`config.mk`:
```
export PLATFORM = sky130hd
export DESIGN_NAME = number_to_segment_patterns
export DESIGN_NICKNAME = d
export VERILOG_FILES = /design/src/nts_pkg.sv /design/src/number_to_segment_patterns.sv
export SDC_FILE = /design/constraint.sdc
export NUM_CORES = 1
export LEC_CHECK = 0
export ABC_AREA = 1
export BUFFER_PORTS_ARGS = -buffer_cell sky130_fd_sc_hd__clkbuf_2
export CORE_UTILIZATION = 55
export CTS_CLUSTER_DIAMETER = 50
export DETAILED_ROUTE_END_ITERATION = 16
export PLACE_DENSITY = 0.73
export SLEW_MARGIN = 20
export SYNTH_ARGS = -nofsm -noshare
export SYNTH_HDL_FRONTEND = slang
export SYNTH_SLANG_ARGS = --single-unit
```
`constraint.sdc`:
```
create_clock -name clk_i -period 17.8 [get_ports clk_i]
set_input_delay 3.56 -clock clk_i [delete_from_list [all_inputs] [get_ports clk_i]]
set_output_delay 3.56 -clock clk_i [all_outputs]
set_load 0.05 [all_outputs]
```
`src/nts_pkg.sv`:
```
package nts_pkg;

  localparam int unsigned NumDigits = 4;
  localparam int unsigned MagW      = 14;
  localparam int unsigned ProdW     = 30;

  localparam logic [7:0] SegDash  = 8'h40;
  localparam logic [7:0] SegPoint = 8'h80;
  localparam logic [7:0] SegBlank = 8'h00;

  localparam logic signed [31:0] DecPosMax = 32'sd9999;
  localparam logic signed [31:0] DecNegMin = -32'sd999;

  // Reciprocal constants for division of a magnitude below 10000.
  localparam logic [15:0]  Recip1000 = 16'd8389;
  localparam int unsigned  Shift1000 = 23;
  localparam logic [15:0]  Recip100  = 16'd5243;
  localparam int unsigned  Shift100  = 19;
  localparam logic [15:0]  Recip10   = 16'd52429;
  localparam int unsigned  Shift10   = 19;

  localparam logic [15:0] HexMask = 16'hFFFF;

  typedef logic [7:0] pattern_t;

  // Standard gfedcba font, dot segment off.
  function automatic pattern_t seg_font(input logic [3:0] nib);
    pattern_t pat;
    case (nib)
      4'h0:    pat = 8'h3F;
      4'h1:    pat = 8'h06;
      4'h2:    pat = 8'h5B;
      4'h3:    pat = 8'h4F;
      4'h4:    pat = 8'h66;
      4'h5:    pat = 8'h6D;
      4'h6:    pat = 8'h7D;
      4'h7:    pat = 8'h07;
      4'h8:    pat = 8'h7F;
      4'h9:    pat = 8'h6F;
      4'hA:    pat = 8'h77;
      4'hB:    pat = 8'h7C;
      4'hC:    pat = 8'h39;
      4'hD:    pat = 8'h5E;
      4'hE:    pat = 8'h79;
      4'hF:    pat = 8'h71;
      default: pat = 8'h00;
    endcase
    return pat;
  endfunction

endpackage

```
`src/number_to_segment_patterns.sv`:
```
// Path: an input transfer fills the input register; the result register takes the item
// when it is empty or its item leaves, so a stalled result holds the item back.
// Throughput: one item per cycle unless the result stalls; the single combinational pass
// (three constant reciprocal multiplies, three digit subtracts) lies between the registers.
// Reset: rst_ni clears both valid flags asynchronously; payload registers keep their data.
module number_to_segment_patterns (
  input  logic               clk_i,
  input  logic               rst_ni,
  input  logic               in_valid_i,
  output logic               in_ready_o,
  input  logic               action_i,
  input  logic signed [31:0] value_i,
  input  logic [3:0]         dots_mask_i,
  input  logic               leading_zeros_i,
  output logic               out_valid_o,
  input  logic               out_ready_i,
  output logic [7:0]         digit0_pattern_o,
  output logic [7:0]         digit1_pattern_o,
  output logic [7:0]         digit2_pattern_o,
  output logic [7:0]         digit3_pattern_o
);

  // Input register stage.
  logic               s1_valid_q;
  logic               action_q;
  logic signed [31:0] value_q;
  logic [3:0]         dots_q;
  logic               lz_q;

  // Result register stage.
  logic                 out_valid_q;
  nts_pkg::pattern_t    digit_q [nts_pkg::NumDigits];
  nts_pkg::pattern_t    digit_d [nts_pkg::NumDigits];

  logic in_xfer;
  logic s1_advance;

  // The result register takes a new item whenever it is empty or its item leaves this
  // cycle, and the input register refills as soon as its item moves on. So a waiting
  // result never blocks the next input transfer by more than one register.
  assign s1_advance = !out_valid_q || out_ready_i;
  assign in_ready_o = !s1_valid_q || s1_advance;
  assign in_xfer    = in_valid_i && in_ready_o;

  always_ff @(posedge clk_i or negedge rst_ni) begin
    if (!rst_ni) begin
      s1_valid_q <= 1'b0;
    end else if (in_ready_o) begin
      s1_valid_q <= in_valid_i;
    end
  end

  always_ff @(posedge clk_i) begin
    if (in_xfer) begin
      action_q <= action_i;
      value_q  <= value_i;
      dots_q   <= dots_mask_i;
      lz_q     <= leading_zeros_i;
    end
  end

  // Formatting logic between the two registers.
  always_comb begin
    logic                          neg;
    logic                          dec_ok;
    logic [31:0]                   mag_full;
    logic [nts_pkg::MagW-1:0]      mag;
    logic [nts_pkg::ProdW-1:0]     prod1000;
    logic [nts_pkg::ProdW-1:0]     prod100;
    logic [nts_pkg::ProdW-1:0]     prod10;
    logic [3:0]                    q1000;
    logic [6:0]                    q100;
    logic [9:0]                    q10;
    logic [3:0]                    dec_dig [nts_pkg::NumDigits];
    logic [1:0]                    first;
    logic                          found;
    nts_pkg::pattern_t             pat [nts_pkg::NumDigits];
    logic [15:0]                   hex_val;
    logic                          blanking;

    neg      = value_q[31];
    dec_ok   = neg ? (value_q >= nts_pkg::DecNegMin) : (value_q <= nts_pkg::DecPosMax);
    mag_full = neg ? (32'd0 - 32'(value_q)) : 32'(value_q);
    mag      = mag_full[nts_pkg::MagW-1:0];

    // Quotients by 1000, 100 and 10 through reciprocal multiplication; exact for every
    // magnitude that passes the range check.
    prod1000 = nts_pkg::ProdW'(mag) * nts_pkg::ProdW'(nts_pkg::Recip1000);
    prod100  = nts_pkg::ProdW'(mag) * nts_pkg::ProdW'(nts_pkg::Recip100);
    prod10   = nts_pkg::ProdW'(mag) * nts_pkg::ProdW'(nts_pkg::Recip10);
    q1000    = 4'(prod1000 >> nts_pkg::Shift1000);
    q100     = 7'(prod100 >> nts_pkg::Shift100);
    q10      = 10'(prod10 >> nts_pkg::Shift10);

    dec_dig[0] = q1000;
    dec_dig[1] = 4'(q100 - 7'(q1000) * 7'd10);
    dec_dig[2] = 4'(q10 - 10'(q100) * 10'd10);
    dec_dig[3] = 4'(mag - nts_pkg::MagW'(q10) * nts_pkg::MagW'(10));

    // Leftmost nonzero decimal digit; zero itself keeps the rightmost digit.
    first = 2'd3;
    found = 1'b0;
    for (int i = 0; i < nts_pkg::NumDigits; i++) begin
      if (!found && (dec_dig[i] != 4'd0)) begin
        found = 1'b1;
        first = 2'(i);
      end
    end

    hex_val  = value_q[15:0] & nts_pkg::HexMask;
    blanking = 1'b0;

    if (!action_q) begin
      for (int i = 0; i < nts_pkg::NumDigits; i++) begin
        pat[i] = nts_pkg::seg_font(dec_dig[i]);
        if (!lz_q && (2'(i) < first)) begin
          pat[i] = nts_pkg::SegBlank;
        end
      end
      if (neg) begin
        if (lz_q || (first == 2'd0)) begin
          for (int i = 0; i < nts_pkg::NumDigits; i++) begin
            pat[i] = nts_pkg::SegDash;
          end
        end else begin
          pat[first - 2'd1] = nts_pkg::SegDash;
        end
      end
      if (!dec_ok) begin
        for (int i = 0; i < nts_pkg::NumDigits; i++) begin
          pat[i] = nts_pkg::SegDash;
        end
      end
    end else begin
      // Leading zero nibbles are blanked only when some nibble is nonzero.
      blanking = !lz_q && (hex_val != 16'd0);
      for (int i = 0; i < nts_pkg::NumDigits; i++) begin
        pat[i] = nts_pkg::seg_font(hex_val[15 - 4*i -: 4]);
        if (blanking && (hex_val[15 - 4*i -: 4] == 4'd0)) begin
          pat[i] = nts_pkg::SegBlank;
        end else begin
          blanking = 1'b0;
        end
        if (neg) begin
          pat[i] = nts_pkg::SegDash;
        end
      end
    end

    // Mask bit i marks the digit counted i places from the right.
    for (int i = 0; i < nts_pkg::NumDigits; i++) begin
      digit_d[i] = pat[i];
      if (dots_q[nts_pkg::NumDigits - 1 - i]) begin
        digit_d[i] = pat[i] | nts_pkg::SegPoint;
      end
    end
  end

  always_ff @(posedge clk_i or negedge rst_ni) begin
    if (!rst_ni) begin
      out_valid_q <= 1'b0;
    end else if (s1_advance) begin
      out_valid_q <= s1_valid_q;
    end
  end

  always_ff @(posedge clk_i) begin
    if (s1_advance && s1_valid_q) begin
      digit_q <= digit_d;
    end
  end

  assign out_valid_o      = out_valid_q;
  assign digit0_pattern_o = digit_q[0];
  assign digit1_pattern_o = digit_q[1];
  assign digit2_pattern_o = digit_q[2];
  assign digit3_pattern_o = digit_q[3];

endmodule

```
==> results.json <==
{
  "cts-hold-fix-buffers": 0,
  "min_delay_worst_endpoint": "digit1_pattern_o[7]",
  "number_of_clock_sinks_seen_by_cts": 100,
  "drt_iter0_markers": 723,
  "worstPathRequired_ns": 17.91,
  "die_w_um": 164,
  "cts.clk_slew.worst_paths_ns": 0.08,
  "achievable-frequency_mhz": 111,
  "cells_taking_the_most_area_after_synthesis": "sky130_fd_sc_hd__ha_1 24%, sky130_fd_sc_hd__fa_1 18%, sky130_fd_sc_hd__edfxtp_1 14%, sky130_fd_sc_hd__inv_1 11%, sky130_fd_sc_hd__nand2_1 8.4%",
  "initial_utilization_pct": 55.9,
  "drtAntennaViolNets": 0,
  "grt-ovfl-total": 0,
  "place_ws_ns": 8.47,
  "layout_cells_excl_fill": 2195,
  "maxCapViolations": 0,
  "worst_path_max_delay_cell": "sky130_fd_sc_hd__xor2_2",
  "worst_slack_ns": 8.77,
  "synthToLayoutAreaGrowth_pct": 8.04,
  "timing.max_slew.rel_slack_pct": 29.0,
  "clock-skew-final_ns": 0.0154,
  "cell_count_after_placement": 2176,
  "dominant_cell_type_by_area_after_synthesis": "sky130_fd_sc_hd__ha_1",
  "setup_viol_count_final": 0,
  "syn-mean-instance-area_um2": 8.23,
  "core_mm2": 0.0260,
  "synth-warning-count": 0,
  "root_buffer": "sky130_fd_sc_hd__clkbuf_16",
  "cts-buffers-inserted": 9,
  "antenna_found_initial": 0,
  "final_area_mm2": 0.0157,
  "syn_nets": 2213,
  "timing.rr.end": "digit2_pattern_o[2]",
  "h_tree_level_count": 3,
  "synth-edff-count": 70,
  "worstPathMaxFanout": 17,
  "largest_net_degree_at_the_start_of_global_routing": 41,
  "min-delay-start": "dots_q[2]",
  "timing.critical_path.arrival_ns": 9.14,
  "globalplace.congestion": 0.966,
  "drt-total-wl_mm": 35.2,
  "n_fill_cell": 2292,
  "netlist_top_cells_count": "421 x sky130_fd_sc_hd__inv_1, 326 x sky130_fd_sc_hd__nand2_1, 278 x sky130_fd_sc_hd__ha_1",
  "final_hold_vios": 0,
  "share_of_cells_above_drive_strength_1_pct": 8.61,
  "async_flop_share_pct": 2.00,
  "post_drt_via_cell_ratio": 5.32,
  "max_root_sink_buffers": 2,
  "grt_first_pass_wirelength_mm": 56.6,
  "seq_area_frac_synth_pct": 18.7,
  "post_cts_resize_count": 0,
  "timing.reg2reg.worst_path_depth": 41,
  "fin_nets": 2303,
  "critical_path.most_common_cell": "sky130_fd_sc_hd__nand2_1",
  "placed_wire_length_estimate_after_detailed_placement_mm": 29.7,
  "ff_latch_area_mm2": 0.00271,
  "yosysMostFrequentCell": "sky130_fd_sc_hd__inv_1",
  "cts_setup_buffers": 0,
  "yosysUniqueCellTypes": 53,
  "period_share_pct": 50.7,
  "synth_top_cell_area_share_pct": 24.0,
  "crit-reg2reg-launch": "value_q[0]",
  "path_class": "reg2reg",
  "clk-insertion-delay-late_ns": 0.36,
  "timing.reg2reg.setup_slack_ns": 8.77,
  "crit_path_start_kind": "flop",
  "first_pass_iters": 5,
  "synthFlopType": "sky130_fd_sc_hd__edfxtp_1",
  "postSynthCellCount": 1763,
  "min-delay-path-class": "reg2reg",
  "grt_pass1_vias": 11600,
  "tightest_slew_ns": 1.05,
  "groute.usage.overall_pct": 27.3,
  "rsz0062_at_grt": "no",
  "hold_depth": 0,
  "run_status": "completed",
  "wl_per_cell_um": 16.0,
  "std_cell_rows": 59,
  "die_area_mm2": 0.0270,
  "tritoncts_clock_tree": "built",
  "final-max-slew-violation-count": 0,
  "postSynthRegisterBits": 100,
  "setup.worst_path.end_class": "flop",
  "critPathLaunch": "value_q[0]",
  "remaining_drc_errors": 0,
  "io_pins": 76,
  "area_of_the_mapped_netlist_mm2": 0.0145,
  "die_height_um": 164,
  "timing.critical_path.slowest_cell_delay_ns": 0.62,
  "buffer_ports.inserted": 75,
  "footprint_of_the_multi_input_gates_mm2": 0.0102,
  "layout_min_cycle_time_ns": 9.03,
  "vias": 11700,
  "fin_setup_tns_ns": 0,
  "dpl-instance-area_mm2": 0.0154
}
[through the flow]
step,hold WS [ns],utilization [%]
floorplan,0.400,-
global placement,0.403,59.1
detailed placement,0.405,59.1
CTS,0.424,60.2
global route,0.442,60.3
finish,0.423,60.4
[cells in the final DEF (no fill, tap or decap), drive strengths merged, types with 2 or more instances in the layout]
cell	instances
a211oi	3
a21o	6
a21oi	64
a31o	3
a31oi	12
buf	12
clkbuf	85
clkinv	4
dfrtp	2
dfxtp	28
diode	2
edfxtp	70
fa	130
ha	278
inv	429
nand2	343
nand3	70
nand3b	2
nand4	19
nor2	108
nor3	18
nor3b	2
nor4	7
o211ai	7
o21a	2
o21ai	85
o21bai	11
o22ai	7
o31ai	4
or2	12
xnor2	8
xor2	23
[worst max-delay path by stage]
stage | endpoint | slack, ns | cells after the start
2_1_floorplan | digit2_pattern_o[1] | 9.61 | 35
3_3_place_gp | digit1_pattern_o[0] | 8.76 | 39
3_5_place_dp | digit2_pattern_o[0] | 8.47 | 39
4_1_cts | digit2_pattern_o[0] | 8.44 | 39
5_1_grt | digit2_pattern_o[4] | 8.13 | 41
6_report | digit2_pattern_o[2] | 8.77 | 41
[cell families after synthesis]
family | after synthesis | synth area share [%]
AND/OR/NAND/NOR | 582 | 18.1
buffers and inverters | 435 | 11.4
adder cells (fa/ha/maj) | 408 | 41.9
AO/OA/AOI/OAI | 207 | 8.05
flip-flops | 100 | 18.7
XOR/XNOR | 31 | 1.87
[final cells by class]
type	instances	share of cell area, %
multi-input cells	1228	64.8
flip-flops and latches	100	17.3
inverters	427	10.2
repair buffers	87	3.10
well taps	335	2.67
clock buffers	10	1.52
clock inverters	6	0.351
diodes	2	0.0319
[layer usage]
layer	wire length [µm]	GRT usage [%]	up-vias
li1	-	-	5776
met2	16200	45.2	357
met3	2480	5.52	45
met4	771	7.51	0
met5	0	0	-
met1	15800	36.4	5495
[critical path: cells and delay by family (launching register included)]
family,cells,cell delay [ns]
AOI/OAI and AO/OA,4,0.88
DFF,1,0.36
xor gates and xnor gates,5,1.41
adders and majority gates,9,3.15
and+or+nand+nor,15,1.86
buffers and inverters,8,1.06
Power is left out: the tool's default activity adds up to more than one toggle a clock period on the data nets, which glitch-free logic cannot reach.
